==> config.mk <==
export PLATFORM = sky130hd
export DESIGN_NAME = nct_goal_store
export DESIGN_NICKNAME = d
export VERILOG_FILES = /design/src/rtl/core/negative_constraint_table_defines.svh /design/src/rtl/core/nct_goal_store.sv
export SDC_FILE = /design/constraint.sdc
export NUM_CORES = 1
export LEC_CHECK = 0
export BUFFER_PORTS_ARGS = -buffer_cell sky130_fd_sc_hd__buf_2
export CELL_PAD_IN_SITES_DETAIL_PLACEMENT = 1
export CELL_PAD_IN_SITES_GLOBAL_PLACEMENT = 2
export CORE_UTILIZATION = 55
export CTS_BUF_LIST = sky130_fd_sc_hd__clkbuf_8
export DETAILED_ROUTE_END_ITERATION = 7
export GPL_ROUTABILITY_DRIVEN = 0
export PLACE_DENSITY_LB_ADDON = 0.1
export SKIP_CTS_REPAIR_TIMING = 1
export SYNTH_ARGS = -nofsm -noshare
export SYNTH_HDL_FRONTEND = slang
export SYNTH_SLANG_ARGS = --single-unit
==> constraint.sdc <==
create_clock -name clk -period 4.9 [get_ports clk]
set_input_delay 0.245 -clock clk [delete_from_list [all_inputs] [get_ports clk]]
set_output_delay 0.245 -clock clk [all_outputs]
set_load 0.1 [all_outputs]
==> src/rtl/core/negative_constraint_table_defines.svh <==
// Assertion macros shared by the negative-constraint table RTL.
// Every macro expects a clock named clk and an active-low reset named rst_n in scope.
`ifndef NEGATIVE_CONSTRAINT_TABLE_DEFINES_SVH
`define NEGATIVE_CONSTRAINT_TABLE_DEFINES_SVH

// Same-cycle implication, checked outside reset.
`define NCT_ASSERT_NOW(label, ante, cons, msg) \
    label: assert property (@(posedge clk) disable iff (!rst_n) (ante) |-> (cons)) \
        else $error(msg);

// Next-cycle implication, checked outside reset.
`define NCT_ASSERT_NEXT(label, ante, cons, msg) \
    label: assert property (@(posedge clk) disable iff (!rst_n) (ante) |=> (cons)) \
        else $error(msg);

`endif

==> src/rtl/core/nct_goal_store.sv <==
// Per-agent goal-ban step memory with a clearing pass after reset.
// Single write port, one registered read port. No package dependencies.
`default_nettype none

module nct_goal_store #(
    parameter int AGENT_COUNT = 64,
    parameter int STEP_BITS   = 10,
    parameter int ADDR_W      = 6
) (
    input  wire logic                 clk,
    input  wire logic                 rst_n,
    input  wire logic                 rd_en,
    input  wire logic [ADDR_W-1:0]    rd_addr,
    output logic      [STEP_BITS-1:0] rd_data,
    input  wire logic                 wr_en,
    input  wire logic [ADDR_W-1:0]    wr_addr,
    input  wire logic [STEP_BITS-1:0] wr_data,
    output logic                      busy
);

    localparam logic [ADDR_W-1:0] LAST_ADDR = ADDR_W'(AGENT_COUNT - 1);

    logic [STEP_BITS-1:0] mem [AGENT_COUNT];
    logic [STEP_BITS-1:0] rd_data_reg;
    logic [ADDR_W-1:0]    clr_addr_reg;
    logic [ADDR_W-1:0]    clr_addr_next;
    logic                 busy_reg;
    logic                 busy_next;

    // Sweep counter for the clearing pass.
    always_comb
    begin
        clr_addr_next = clr_addr_reg;
        busy_next     = busy_reg;
        if (busy_reg)
        begin
            clr_addr_next = clr_addr_reg + 1'b1;
            if (clr_addr_reg == LAST_ADDR)
            begin
                busy_next = 1'b0;
            end
        end
    end

    always_ff @(posedge clk or negedge rst_n)
    begin
        if (!rst_n)
        begin
            clr_addr_reg <= '0;
            busy_reg     <= 1'b1;
        end
        else
        begin
            clr_addr_reg <= clr_addr_next;
            busy_reg     <= busy_next;
        end
    end

    // Memory write: zeros during the clearing pass, otherwise the update port.
    always_ff @(posedge clk)
    begin
        if (busy_reg)
        begin
            mem[clr_addr_reg] <= '0;
        end
        else if (wr_en)
        begin
            mem[wr_addr] <= wr_data;
        end
    end

    // Registered read.
    always_ff @(posedge clk)
    begin
        if (rd_en)
        begin
            rd_data_reg <= mem[rd_addr];
        end
    end

    assign rd_data = rd_data_reg;
    assign busy    = busy_reg;

endmodule

`default_nettype wire

==> summary.md <==
| Metric | Value |
|---|---|
| Status | `finished, final reports clean` |
| Final hold viol count | `0` |
| CP Launch Point | `busy$_DFF_PN1_` |
| DRT antenna net count | `0` |
| Commonest non-fill, non-tap cell in the layout | `edfxtp_1` |
| N_diodes | `0` |
| H-tree depth | `3` |
| Root buf cell | `clkbuf_8` |
| Layout Skew | `0.0315 ns` |
| Die width | `217 µm` |
| FMAX | `296 MHz` |
| Post-synthesis mux area share | `16.0%` |
| Via/cell ratio | `6.27` |
| Post-Layout Inst Area | `0.0283 mm²` |
| Slew HR | `12.7%` |
| Synth unique cells | `45` |
| Synthesized flop and latch total | `657` |
| Worst flop-to-flop path endpoint | `mem[7][5]$_DFFE_PP_` |
| Drt initial violations | `1114` |
| Die area | `0.0473 mm²` |
| First-pass GRT wire length | `89300 µm` |
| Num CTS Buffers | `103` |
| Clock Sinks | `657` |
| Leak | `9.37 nW` |
| Clock Pin Slew Worst Setup and Hold Paths | `0.06 ns` |
| Insertion delay to the later sink of the worst-skew pair | `0.70 ns` |
| Max-Cap Viols | `0` |
| PwrDens | `387 mW/mm²` |
| Gr usage total | `26.8%` |
| Commonest register cell after synthesis | `edfxtp_1` |
| Vias | `12400` |
| Final period util | `68.9%` |
| Post-Synth Simple-Gate Area | `2.92%` |
| Drc violations | `0` |
| Overflow after GRT | `0` |
| Mapped Area | `0.0255 mm²` |
| Initial antenna violation count | `2` |
| Nets | `1320` |
| Largest fanout on the critical path | `17` |
| Pwr Total | `10.9 mW` |
| Setup Crit Path Kind | `flip-flop to flip-flop` |
| Post-Synthesis Net Count | `1205` |
| Synth-to-Final Area Change | `10.7%` |
| WL/cell | `30.8 µm` |
| FILL cells | `3774` |
| Synth area leaders | `edfxtp_1, mux4_2, mux2i_1` |
| Pre-antenna DRT Iters | `5` |
| Seq/Total Area, Yosys | `77.1%` |
| Max clock buf depth | `3` |
| IO Port Bufs | `36` |
| Xor and xnor area share after synthesis | `0.171%` |
| Worst hold margin | `0.0472 ns` |
| Most frequent cells in the layout | `edfxtp_1, mux4_2, clkbuf_8, nor2_1, inv_1` |
| Compound-gate portion of the synthesized area | `2.43%` |
| Slew @ Worst Pin | `1.31 ns` |
| Initial Util | `56.0%` |
| Post-synth EDFFs | `650` |
| Cells after Synth | `1178` |
| Vias in the first global route | `13200` |
| RSZ-0062 raised after global routing | `no` |
| HPWL Detailed | `36700 µm` |
| Crit Reg-Reg Startpoint | `busy$_DFF_PN1_` |
| Crit path capture type | `flip-flop` |
| Peak VDD IR | `0.000254 V` |
| Asr flop ratio synth | `1.07%` |
| Worst EP required | `5.19 ns` |
| Setup TNS Final | `0 ns` |
| CTS tree | `yes` |
| Final core area utilization | `62.0%` |
| Layout cell share with drive strength beyond 1 | `27.4%` |
| DRT Wirelength | `60800 µm` |
| Max FFs per register | `640` |
| Post-DP Area | `0.0264 mm²` |
| # rows | `78` |
| Final setup fails | `0` |
| Critical path endpoint | `mem[7][5]$_DFFE_PP_` |
| Critical Path AT | `3.66 ns` |
| R2R cell count | `5` |
| Synth Area in Adders | `0.0490%` |
| R2R setup slack | `1.52 ns` |
| Share of the synthesized area in the top cell type | `76.4%` |
| Syn Area/Cell | `21.7 µm²` |
| Worst hold path class | `primary input to async pin` |
| Core area | `0.0456 mm²` |
| Period minus WS final | `3.38 ns` |
| Largest net degree at the start of global routing | `66` |
| IO Pins | `37` |
| Largest family of logic cells by synthesized area | `multiplexers` |
| CP startpoint kind | `flip-flop` |
| Warnings from Yosys | `0` |
| Max-slew violations | `0` |
| Die height | `217 µm` |
| Synth area leader | `edfxtp_1` |
final cells by class:
| type | count | area (µm²) | share of cell area [%] |
|---|---|---|---|
| multi-input combinational | 457 | 5520 | 19.5 |
| clock buffer | 105 | 1450 | 5.11 |
| clock inverter | 81 | 362 | 1.28 |
| tap | 600 | 751 | 2.66 |
| timing repair buffer | 72 | 488 | 1.73 |
| inverter | 2 | 7.51 | 0.0266 |
| sequential | 657 | 19700 | 69.7 |
cell usage after synthesis (7+ instances only):
cell / n
edfxtp_1: 650
mux4_2: 167
nor2_1: 76
mux2i_1: 29
nand2_1: 29
buf_2: 27
clkbuf_1: 18
o221ai_1: 14
and2_1: 13
o21ai_0: 13
buf_4: 12
nor2b_1: 10
o22ai_1: 10
a21oi_1: 9
o31ai_1: 9
a211oi_1: 8
nand2b_1: 8
a22oi_1: 7
nand3b_1: 7
worst min-delay path by stage:
stage,to,from,depth (start not counted)
2_1_floorplan,clr_addr_reg[0]$_DFFE_PN0P_,rst_n,0
3_3_place_gp,clr_addr_reg[3]$_DFFE_PN0P_,rst_n,1
3_5_place_dp,clr_addr_reg[2]$_DFFE_PN0P_,rst_n,1
4_1_cts,clr_addr_reg[5]$_DFFE_PN0P_,rst_n,1
5_1_grt,busy$_DFF_PN1_,rst_n,2
6_report,busy$_DFF_PN1_,rst_n,2
where the power goes:
| group | total (mW) | internal [mW] | switching [mW] | leakage, nW |
|---|---|---|---|---|
| sequential | 6.22 | 6.21 | 0.00772 | 6.29 |
| clock | 4.10 | 2.03 | 2.07 | 1.07 |
| combinational | 0.618 | 0.202 | 0.416 | 2.01 |
| total | 10.9 | 8.44 | 2.49 | 9.37 |
layer usage:
layer	wire, µm	share of wire [%]	vias to the layer above	GRT usage, %
met5	0	0	-	0
met4	1010	1.7	0	7.89
met3	4010	6.6	64	4.30
met2	30100	50	459	43.2
met1	25600	42	6677	38.4
li1	-	-	5181	-
worst max-delay path, stage by stage (launching register included):
cell,delay (ns)
dfstp_2,0.42
nor2b_1,0.49
buf_4,0.34
mux2i_1,0.46
nand2_1,0.35
nor2_1,0.91
metrics by stage:
step | instances | setup WS, ns
6_report | 1974 | 1.52
5_1_grt | 1974 | 1.33
4_1_cts | 1971 | 1.49
3_5_place_dp | 1785 | 1.51
3_3_place_gp | 1785 | 1.62
2_1_floorplan | 1178 | 2.03
logic make-up after synthesis:
logic type / Yosys count
adders and majority gates: 1
and+or+nand+nor: 161
muxes: 199
AOI/OAI and AO/OA: 91
DFF: 657
buffers and inverters: 64
xor gates and xnor gates: 5
No activity file was read; power rests on OpenSTA's default activity.
