<file path="config.mk">
export PLATFORM = sky130hd
export DESIGN_NAME = nct_cell
export DESIGN_NICKNAME = d
export VERILOG_FILES = /design/src/rtl/core/negative_constraint_table_defines.svh /design/src/rtl/core/nct_cell.sv
export SDC_FILE = /design/constraint.sdc
export NUM_CORES = 1
export LEC_CHECK = 0
export ABC_CLOCK_PERIOD_IN_PS = 1700
export BUFFER_PORTS_ARGS = -buffer_cell sky130_fd_sc_hd__buf_4
export CAP_MARGIN = 20
export CORE_MARGIN = 2
export CORE_UTILIZATION = 40
export DETAILED_ROUTE_END_ITERATION = 8
export PLACE_DENSITY = 0.79
export SYNTH_ARGS = -nofsm -noshare
export SYNTH_HDL_FRONTEND = slang
export SYNTH_SLANG_ARGS = --single-unit
</file>
<file path="constraint.sdc">
create_clock -name clk -period 1.7 [get_ports clk]
set_input_delay 0.255 -clock clk [delete_from_list [all_inputs] [get_ports clk]]
set_output_delay 0.255 -clock clk [all_outputs]
set_load 0.1 [all_outputs]
</file>
<file path="src/rtl/core/negative_constraint_table_defines.svh">
// Assertion macros shared by the negative-constraint table RTL.
// Every macro expects a clock named clk and an active-low reset named rst_n in scope.
`ifndef NEGATIVE_CONSTRAINT_TABLE_DEFINES_SVH
`define NEGATIVE_CONSTRAINT_TABLE_DEFINES_SVH

// Same-cycle implication, checked outside reset.
`define NCT_ASSERT_NOW(label, ante, cons, msg) \
    label: assert property (@(posedge clk) disable iff (!rst_n) (ante) |-> (cons)) \
        else $error(msg);

// Next-cycle implication, checked outside reset.
`define NCT_ASSERT_NEXT(label, ante, cons, msg) \
    label: assert property (@(posedge clk) disable iff (!rst_n) (ante) |=> (cons)) \
        else $error(msg);

`endif

</file>
<file path="src/rtl/core/nct_cell.sv">
// One cell of the ban chain: holds a single ban entry and its valid bit,
// compares it with the broadcast key and passes its entry on when the chain shifts.
`default_nettype none

module nct_cell #(
    parameter int COORD_BITS = 8,
    parameter int KEY_W      = 48,
    parameter int ENTRY_W    = 49
) (
    input  wire logic               clk,
    input  wire logic               rst_n,
    input  wire logic               shift_en,
    input  wire logic [ENTRY_W-1:0] entry_in,
    input  wire logic               valid_in,
    output logic      [ENTRY_W-1:0] entry_out,
    output logic                    valid_out,
    input  wire logic               cmp_en,
    input  wire logic [KEY_W-1:0]   key,
    output logic                    hit_vertex,
    output logic                    hit_edge
);

    localparam int CELL_W = 2 * COORD_BITS;
    localparam int FROM_W = 4 * COORD_BITS;

    logic [ENTRY_W-1:0] entry_reg;
    logic               valid_reg;
    logic               hit_vertex_reg;
    logic               hit_edge_reg;
    logic               same_head;
    logic               same_to;
    logic               same_from;
    logic               is_edge;

    // Field comparisons against the key; a vertex ban ignores the from cell.
    always_comb
    begin
        is_edge   = entry_reg[ENTRY_W-1];
        same_head = (entry_reg[KEY_W-1:FROM_W] == key[KEY_W-1:FROM_W]);
        same_to   = (entry_reg[CELL_W-1:0] == key[CELL_W-1:0]);
        same_from = (entry_reg[FROM_W-1:CELL_W] == key[FROM_W-1:CELL_W]);
    end

    // Entry storage: the valid bit is control state, the entry itself is payload.
    always_ff @(posedge clk or negedge rst_n)
    begin
        if (!rst_n)
        begin
            valid_reg <= 1'b0;
        end
        else if (shift_en)
        begin
            valid_reg <= valid_in;
        end
    end

    always_ff @(posedge clk)
    begin
        if (shift_en)
        begin
            entry_reg <= entry_in;
        end
    end

    // Registered compare results, taken when an item is transferred in.
    always_ff @(posedge clk or negedge rst_n)
    begin
        if (!rst_n)
        begin
            hit_vertex_reg <= 1'b0;
            hit_edge_reg   <= 1'b0;
        end
        else if (cmp_en)
        begin
            hit_vertex_reg <= valid_reg && !is_edge && same_head && same_to;
            hit_edge_reg   <= valid_reg && is_edge && same_head && same_to && same_from;
        end
    end

    assign entry_out  = entry_reg;
    assign valid_out  = valid_reg;
    assign hit_vertex = hit_vertex_reg;
    assign hit_edge   = hit_edge_reg;

endmodule

`default_nettype wire

</file>
==> flow_summary.toml, run 1 <==
[outcome]
status = "finished clean"

[final_layout]
antenna-diode-count = 0
layout.cells.most_common_list = "buf_4 (153), edfxtp_1 (49), xor2_1 (40)"
syn_to_final_growth_pct = 63.8
final_common_cell = "buf_4"
layout.nets = 388
post-route-cell-area_mm2 = 0.00348
layout-drive-gt1-share_pct = 57.3
num-fill-cells = 382
multiInputGateArea_um2 = 586
final_cells = 356
largest_reg_flops = 49
seq_area_mm2 = 0.00155

[cts]
htreeDepth = 2
clk_pin_slew_worst_paths_ns = 0.09
cts_buffer_depth = 2
clock_latency_ns = 0.30
cts.sinks = 52
tritoncts = "built"
cts_buffers = 5
cts_root_buffer = "clkbuf_8"

[placement]
dp.cells = 348
hpwl_mm = 4.38
place_congestion = 0.729
port_buffers = 153
place_area_mm2 = 0.00339

[detailed_routing]
route.detailed.drc = 0
route.met2.wl_mm = 2.91
ant_nets = 0
viasPerCell = 4.57
dr.pass1.iters = 4
drt_iter0_markers = 39
routed.top_layer = "met4"
drt-wirelength-per-cell_um = 14.9
route.met3.wl_um = 664
dr_total_vias = 1628
drt_wl_total_mm = 5.30
wl_met1_mm = 1.68

[pwr]
powerDensity_mw_per_mm2 = 980
ir_worst_vdd_v = 0.000639
leakage_nw = 1.52

[setup_path]
required_ns = 1.94
start_kind = "flop"
endpoint_kind = "flop"
path_max_fanout = 2
critPathKind = "reg2reg"
arrival_ns = 1.79

[yosys]
yosysUniqueCellTypes = 15
ys_seq_area_share_pct = 72.8
synth.avg_cell_area_um2 = 17.1
syn-cell-area_mm2 = 0.00212
synth_cells = 124
yosysWarningCount = 0
ys_seq_elements = 52
syn_nets = 226

[sta]
fin_skew_ns = 0.00405
slew_headroom_pct = 75.5
hold_violations = 0
setup_violations = 0
max_freq_mhz = 642
rsz0062_at_grt = "false"
tightest_slew_ns = 0.368
fin_crit_sh_pct = 91.6
hold_slack_ns = 0.128
final_max_slew_viol_count = 0
finalCriticalPeriod_ns = 1.56

[grt]
antenna_found_initial = 0
grt-ovfl-total = 0
grt_max_degree = 29
grt_pass1_vias = 1784
grt_first_pass_wirelength_mm = 8.23
track_usage_pct = 18.2

[floorplanning]
ioPinCount = 154
dieArea_mm2 = 0.00591
die_width_um = 76.9
core_area_mm2 = 0.00511
dieHeight_um = 76.9
initial_core_util_pct = 41.6
fp-row-count = 26

[flow_run]
cap_violations = 0

[min_path]
hold_class = "in2reg"
power by group:
part           internal (W)  switching, W
logic              0.000338      0.000853
registers           0.00151     0.0000669
clock network      0.000273      0.000366
total               0.00212       0.00129
final cells by class:
cell class	instances	share of cell area, %
clock buffers	5	1.98
clock inverters	2	0.216
repair buffers	155	33.9
inverters	1	0.108
multi-input cells	71	16.8
flip-flops and latches	52	44.5
well taps	70	2.52
what timing repair did:
item / in CTS / in global routing
hold endpoints to repair: 3 / 0
setup endpoints to repair: 0 / 2
buffers inserted: 0 / 0
resized for setup: 0 / 1
hold buffers: 1 / 0
cells in the mapped netlist:
master	instances	share of area, %
mux2_2	1	0.53
nand4_1	2	0.59
xnor2_1	8	3.3
nand3_1	2	0.47
nor4_2	1	0.59
edfxtp_1	49	69
xor2_1	40	16
nor4_1	10	2.9
or4_1	1	0.35
dfrtp_1	3	3.5
nor3_1	1	0.24
inv_1	1	0.18
a22o_1	2	0.83
nand2_1	2	0.35
nand2_2	1	0.29
worst max-delay path: stages, from the launching register on:
cell and delay (ns):
edfxtp_1 0.42, xor2_1 0.16, nor4_1 0.33, nand4_1 0.20
nor4_2 0.23, a22o_1 0.17
worst paths after layout:
check | start | endpoint | slack (ns) | depth (start not counted)
worst max register to register | entry_out[5] | hit_edge | 0.14 | 5
worst min register to register | hit_vertex | hit_vertex | 0.53 | 1
worst min-delay path | entry_in[36] | entry_out[36] | 0.13 | 1
max in group asynchronous | rst_n | valid_out | 1.31 | 2
worst max-delay path | entry_out[5] | hit_edge | 0.14 | 5
min in group asynchronous | rst_n | hit_edge | 0.29 | 2
metal layers:
layer  GRT usage, %  vias to the layer above
met2           35.0                       93
met1           16.6                      750
li1               -                      779
met3           9.18                        6
met5              0                        -
met4           4.36                        0
kinds of logic after synthesis:
family	after synthesis	share of synthesized area (%)
DFF	52	72.8
AOI/OAI and AO/OA	2	0.825
buffers and inverters	1	0.177
xor gates and xnor gates	48	19.8
and+or+nand+nor	20	5.83
muxes	1	0.530
metrics by stage:
step                utilization [%]  setup TNS [ns]  total power (W)  setup slack (ns)
floorplan                         -          -0.453          0.00241            -0.275
global placement               66.3               0          0.00279             0.125
detailed placement             66.3               0          0.00280             0.104
CTS                            68.0               0          0.00343            0.0897
global route                   68.1               0          0.00352            0.0208
finish                         68.1               0          0.00341             0.143
(Power assumes the default switching activity.)
==> inputs of run 2 (changes only) <==
- ABC_CLOCK_PERIOD_IN_PS: 1700 -> 1400
- CORE_UTILIZATION: 40 -> 36
- PLACE_DENSITY: 0.79 -> 0.74
- clock period: 1.7 -> 1.4 ns (I/O delays scaled with it)
==> run 2 against run 1 <==
Net effect: the run now ends with negative setup slack left; non-clock buffer count grew 20; die area grew 11%; largest power group unchanged; largest cell class unchanged; design area grew 5.3%; sequential power grew 22%; critical path depth is the same; setup slack lost 0.32 ns; fmax shrank 1.0%; wire length grew 7.1%; first-iteration DRC count grew 15%.
==> flow_summary.toml, run 2 (same netlist as run 1, synthesis figures left out) <==
[outcome]
status = "complete, but fails checks"
violations = "negative setup slack"

[grt]
grt_busiest_layer = "met2"
antenna_found_initial = 0
grtUsageMet3_pct = 6.33
met2_usage_pct = 31.2
grt-ovfl-total = 0
grt_pass1_vias = 1727
grt_max_degree = 24
use_met1_pct = 17.7
grt_first_pass_wirelength_mm = 8.19
track_usage_pct = 16.7

[cts]
htreeDepth = 2
tritoncts = "built"
clock_latency_ns = 0.29
cts_buffer_depth = 2
post_cts_buffers = 0
cts_buffers = 5
cts.sinks = 52
cts_root_buffer = "clkbuf_8"
clk_pin_slew_worst_paths_ns = 0.09

[sta]
tightest_slew_ns = 0.282
fin_crit_sh_pct = 112
hold_violations = 0
rsz0062_at_grt = "true"
final_max_slew_viol_count = 0
max_freq_mhz = 636
setup_violations = 2
setup_ws_ns = -0.172
hold_slack_ns = 0.0856
fin_setup_tns_ns = -0.299
fin_skew_ns = 0.00465
finalCriticalPeriod_ns = 1.57
slew_headroom_pct = 81.1

[pwr]
finalPower_w = 0.00423
powerDensity_mw_per_mm2 = 1160
intPower_w = 0.00265
seqPwrFrac_pct = 45.4
ir_worst_vdd_v = 0.000708
leakage_nw = 1.62
combPwrFrac_pct = 36.0
sw_frac_of_total_pct = 37.3
clock_power_share_pct = 18.7
switchingPower_w = 0.00158

[final_layout]
antenna-diode-count = 0
seq_area_mm2 = 0.00155
layout.cells.most_common_list = "buf_4 (173), edfxtp_1 (49), xor2_1 (40)"
final_common_cell = "buf_4"
syn_to_final_growth_pct = 72.4
layout-drive-gt1-share_pct = 61.6
num-fill-cells = 448
multiInputGateArea_um2 = 611
post-route-cell-area_mm2 = 0.00366
final_util_pct = 65.3
layout.nets = 408
largest_reg_flops = 49

[placement]
place_area_mm2 = 0.00354
hpwl_mm = 4.64
port_buffers = 153
place_congestion = 0.686

[detailed_routing]
drt_iter0_markers = 45
route.detailed.drc = 0
dr.pass1.iters = 4
drt-wirelength-per-cell_um = 15.0
drt_wl_total_mm = 5.68
dr_total_vias = 1685
ant_nets = 0
viasPerCell = 4.45

[setup_path]
arrival_ns = 1.81
path_max_fanout = 2
crit_path_top_delay_cell = "edfxtp_1"
required_ns = 1.64
cp_cell_sequence = "xor2_1 > nor4_2 > nand2_2 > nor4_2 > a22o_1"
cpMostUsedCell = "nor4_2"
cp-startpoint = "entry_out[39]"
critPathKind = "reg2reg"
slowest_delay_ns = 0.42
start_kind = "flop"
r2r-start = "entry_out[39]"
endpoint_kind = "flop"

[min_path]
worstHoldStart = "entry_in[34]"
hold_class = "in2reg"

[floorplanning]
dieArea_mm2 = 0.00653
fp-row-count = 27
die_width_um = 80.8
ioPinCount = 154
dieHeight_um = 80.8
initial_core_util_pct = 37.9
core_area_mm2 = 0.00561

[flow_run]
cap_violations = 0
## run 2: changes by cell type in the layout (fill, tap and decap cells not counted)
cell | previous run | this run
clkbuf_1 | 0 | 2
nor4_2 | 3 | 7
buf_4 | 153 | 173
clkinv_2 | 0 | 1
nor4_1 | 8 | 4
clkinv_1 | 2 | 0
## run 2: per-layer routing
layer	vias up	part of all wire, %	wire [um]
met3	7	12	672
met2	98	54	3050
met1	760	33	1890
met4	0	1.2	71
li1	820	-	-
met5	-	0	0
## run 2: final cells by class
cell class	instances	area share (%)
Clock inverter	1	0.137
Multi-Input combinational cell	71	16.7
Clock buffer	7	2.08
Tap cell	72	2.46
Inverter	1	0.103
Sequential cell	52	42.2
Timing Repair Buffer	175	36.3
## run 2: per-stage QoR
stage               std cells  worst slack [ns]
finish                    379            -0.172
detailed placement        370            -0.217
global placement          370            -0.205
CTS                       379            -0.187
global route              379            -0.262
floorplan                 124            -0.575
## run 2: path summary, 6_finish.rpt
check / to / slack (ns) / cells after the start
max: hit_edge / -0.17 / 5
min: entry_out[34] / 0.09 / 1
max reg2reg: hit_edge / -0.17 / 5
min reg2reg: hit_vertex / 0.53 / 1
max in group asynchronous: valid_out / 1.05 / 2
min in group asynchronous: hit_edge / 0.26 / 2
## run 2: what timing repair did
action | CTS | global route
pin swaps | 0 | 0
endpoints found under the hold margin | 3 | 0
hold buffers | 1 | 0
gates resized for setup | 4 | 1
endpoints found under the setup margin | 2 | 2
## run 2: power groups by stage
stage | Clock, W | Combinational, W | Sequential (W)
after CTS | 0.000830 | 0.00153 | 0.00192
after global placement | 0 | 0.00150 | 0.00195
after detailed placement | 0 | 0.00151 | 0.00196
final | 0.000790 | 0.00152 | 0.00192
after global routing | 0.000892 | 0.00158 | 0.00193
after floorplan | 0 | 0.000131 | 0.00279
## run 2: worst max-delay path, delay by kind of cell, from the launching register on
family | cells | cell delay (ns)
flops | 1 | 0.42
xor+xnor | 1 | 0.17
compound gates | 1 | 0.17
simple gates | 3 | 0.75
==> inputs of run 3 (changes only) <==
- SETUP_SLACK_MARGIN: not set -> 0.05
==> run 3 against run 2 <==
Net effect: the flow still finishes with violations (negative setup slack); critical path depth stayed put; die area unchanged; global-route usage unchanged; first-iteration DRC count unchanged; sequential share of layout area about the same; clock skew unchanged; largest cell class unchanged; highest routed layer unchanged.
==> flow_summary.toml, run 3 (same netlist as run 1, synthesis figures left out) <==
[flow_run]
cap_violations = 0

[min_path]
hold_class = "in2reg"

[setup_path]
arrival_ns = 1.81
crit_path_top_delay_cell = "edfxtp_1"
cp_cell_sequence = "xor2_1 > nor4_2 > nand2_2 > nor4_2 > a22o_1"
slowest_delay_ns = 0.42
path_max_fanout = 2
start_kind = "flop"
endpoint_kind = "flop"
ff2ff_setup_slack_ns = -0.17
crit_buf_inv = 0
cp-startpoint = "entry_out[39]"
critPathKind = "reg2reg"
required_ns = 1.64
r2r-start = "entry_out[39]"
reg2reg_to = "hit_edge"
cpMostUsedCell = "nor4_2"
cp.depth = 5
cp-endpoint = "hit_edge"
crit_family = "simple AND/OR/NAND/NOR gates"
r2r_cells = 5

[detailed_routing]
viasPerCell = 4.45
routed.top_layer = "met4"
route.detailed.drc = 0
route.met2.wl_mm = 3.05
drt_wl_total_mm = 5.68
drt_iter0_markers = 45
wl_met1_mm = 1.89
dr_total_vias = 1685
route.met3.wl_um = 677
dr.pass1.iters = 4
ant_nets = 0
drt-wirelength-per-cell_um = 15.0

[cts]
cts_buffers = 5
cts.sinks = 52
clk_pin_slew_worst_paths_ns = 0.09
clock_latency_ns = 0.29
cts_buffer_depth = 2
post_cts_buffers = 0
tritoncts = "built"
htreeDepth = 2
cts_root_buffer = "clkbuf_8"

[grt]
grt-ovfl-total = 0
track_usage_pct = 16.7
grt_max_degree = 24
grt_first_pass_wirelength_mm = 8.19
grt_pass1_vias = 1727
antenna_found_initial = 0

[outcome]
status = "complete, but fails checks"
violations = "negative setup slack"

[sta]
hold_violations = 0
fin_setup_tns_ns = -0.300
rsz0062_at_grt = "true"
finalCriticalPeriod_ns = 1.57
slew_headroom_pct = 81.1
setup_ws_ns = -0.173
setup_violations = 2
fin_crit_sh_pct = 112
fin_skew_ns = 0.00465
tightest_slew_ns = 0.282
max_freq_mhz = 636
final_max_slew_viol_count = 0

[floorplanning]
dieArea_mm2 = 0.00653
fp-row-count = 27
dieHeight_um = 80.8
ioPinCount = 154
initial_core_util_pct = 37.9
die_width_um = 80.8
core_area_mm2 = 0.00561

[final_layout]
num-fill-cells = 447
final_util_pct = 65.4
syn_to_final_growth_pct = 72.6
layout.cells.most_common_list = "buf_4 (172), edfxtp_1 (49), xor2_1 (40)"
layout.nets = 408
final_common_cell = "buf_4"
largest_reg_flops = 49
antenna-diode-count = 0
layout-drive-gt1-share_pct = 61.6

[placement]
port_buffers = 153
place_congestion = 0.686
dp_slack_ns = -0.217
hpwl_mm = 4.64

[pwr]
leakage_nw = 1.62
finalPower_w = 0.00424
powerDensity_mw_per_mm2 = 1160
ir_worst_vdd_v = 0.000709
==> run 3: cell counts in the layout (fill, tap and decap cells not counted) <==
Identical to the previous run, type by type.
==> run 3: worst register-to-register path, cell delays in order (launching register included) <==
cell      delay (ns)
edfxtp_1        0.42
xor2_1          0.18
nor4_2          0.32
nand2_2         0.10
nor4_2          0.33
a22o_1          0.17
==> run 3: power by group <==
part / internal, W / leakage, nW / switching [W] / total (W)
combinational: 0.000467 / 1.06 / 0.00106 / 0.00153
clock: 0.000351 / 0.0422 / 0.000439 / 0.000791
sequential: 0.00184 / 0.519 / 0.0000833 / 0.00192
total: 0.00266 / 1.62 / 0.00158 / 0.00424
==> run 3: repair_timing <==
item / 4_1_cts / 5_1_grt
gates resized for setup: 4 / 2
setup endpoints to repair: 2 / 3
endpoints found under the hold margin: 3 / 0
hold buffers: 1 / 0
gates cloned: 0 / 0
==> run 3: through the flow <==
step | cells | cell area (um^2) | hold slack, ns
2_1_floorplan | 124 | 2130 | -0.0856
4_1_cts | 379 | 3650 | 0.0734
3_3_place_gp | 370 | 3540 | 0.00305
5_1_grt | 379 | 3660 | 0.0640
3_5_place_dp | 370 | 3540 | 0.00312
6_report | 379 | 3660 | 0.0854
==> run 3: area by class of cell <==
| cell class | count | area (um^2) | share of cell area [%] |
|---|---|---|---|
| multi-input cells | 71 | 611 | 16.7 |
| flip-flops and latches | 52 | 1550 | 42.2 |
| clock inverters | 1 | 5.00 | 0.137 |
| well taps | 72 | 90.1 | 2.46 |
| repair buffers | 175 | 1330 | 36.4 |
| inverters | 1 | 3.75 | 0.102 |
| clock buffers | 7 | 76.3 | 2.08 |
==> run 3: layer usage <==
metal,up-vias,GRT usage [%]
met1,760,17.7
li1,820,-
met3,7,6.33
met4,0,4.24
met5,-,0
met2,98,31.2
==> run 3: worst min-delay path by stage <==
stage,startpoint,depth (start not counted),slack (ns),endpoint
6_report,entry_in[34],1,0.09,entry_out[34]
5_1_grt,entry_in[20],1,0.06,entry_out[20]
4_1_cts,entry_in[34],1,0.07,entry_out[34]
3_5_place_dp,rst_n,1,0.003,hit_edge
3_3_place_gp,rst_n,1,0.003,hit_edge
2_1_floorplan,rst_n,0,-0.09,hit_edge
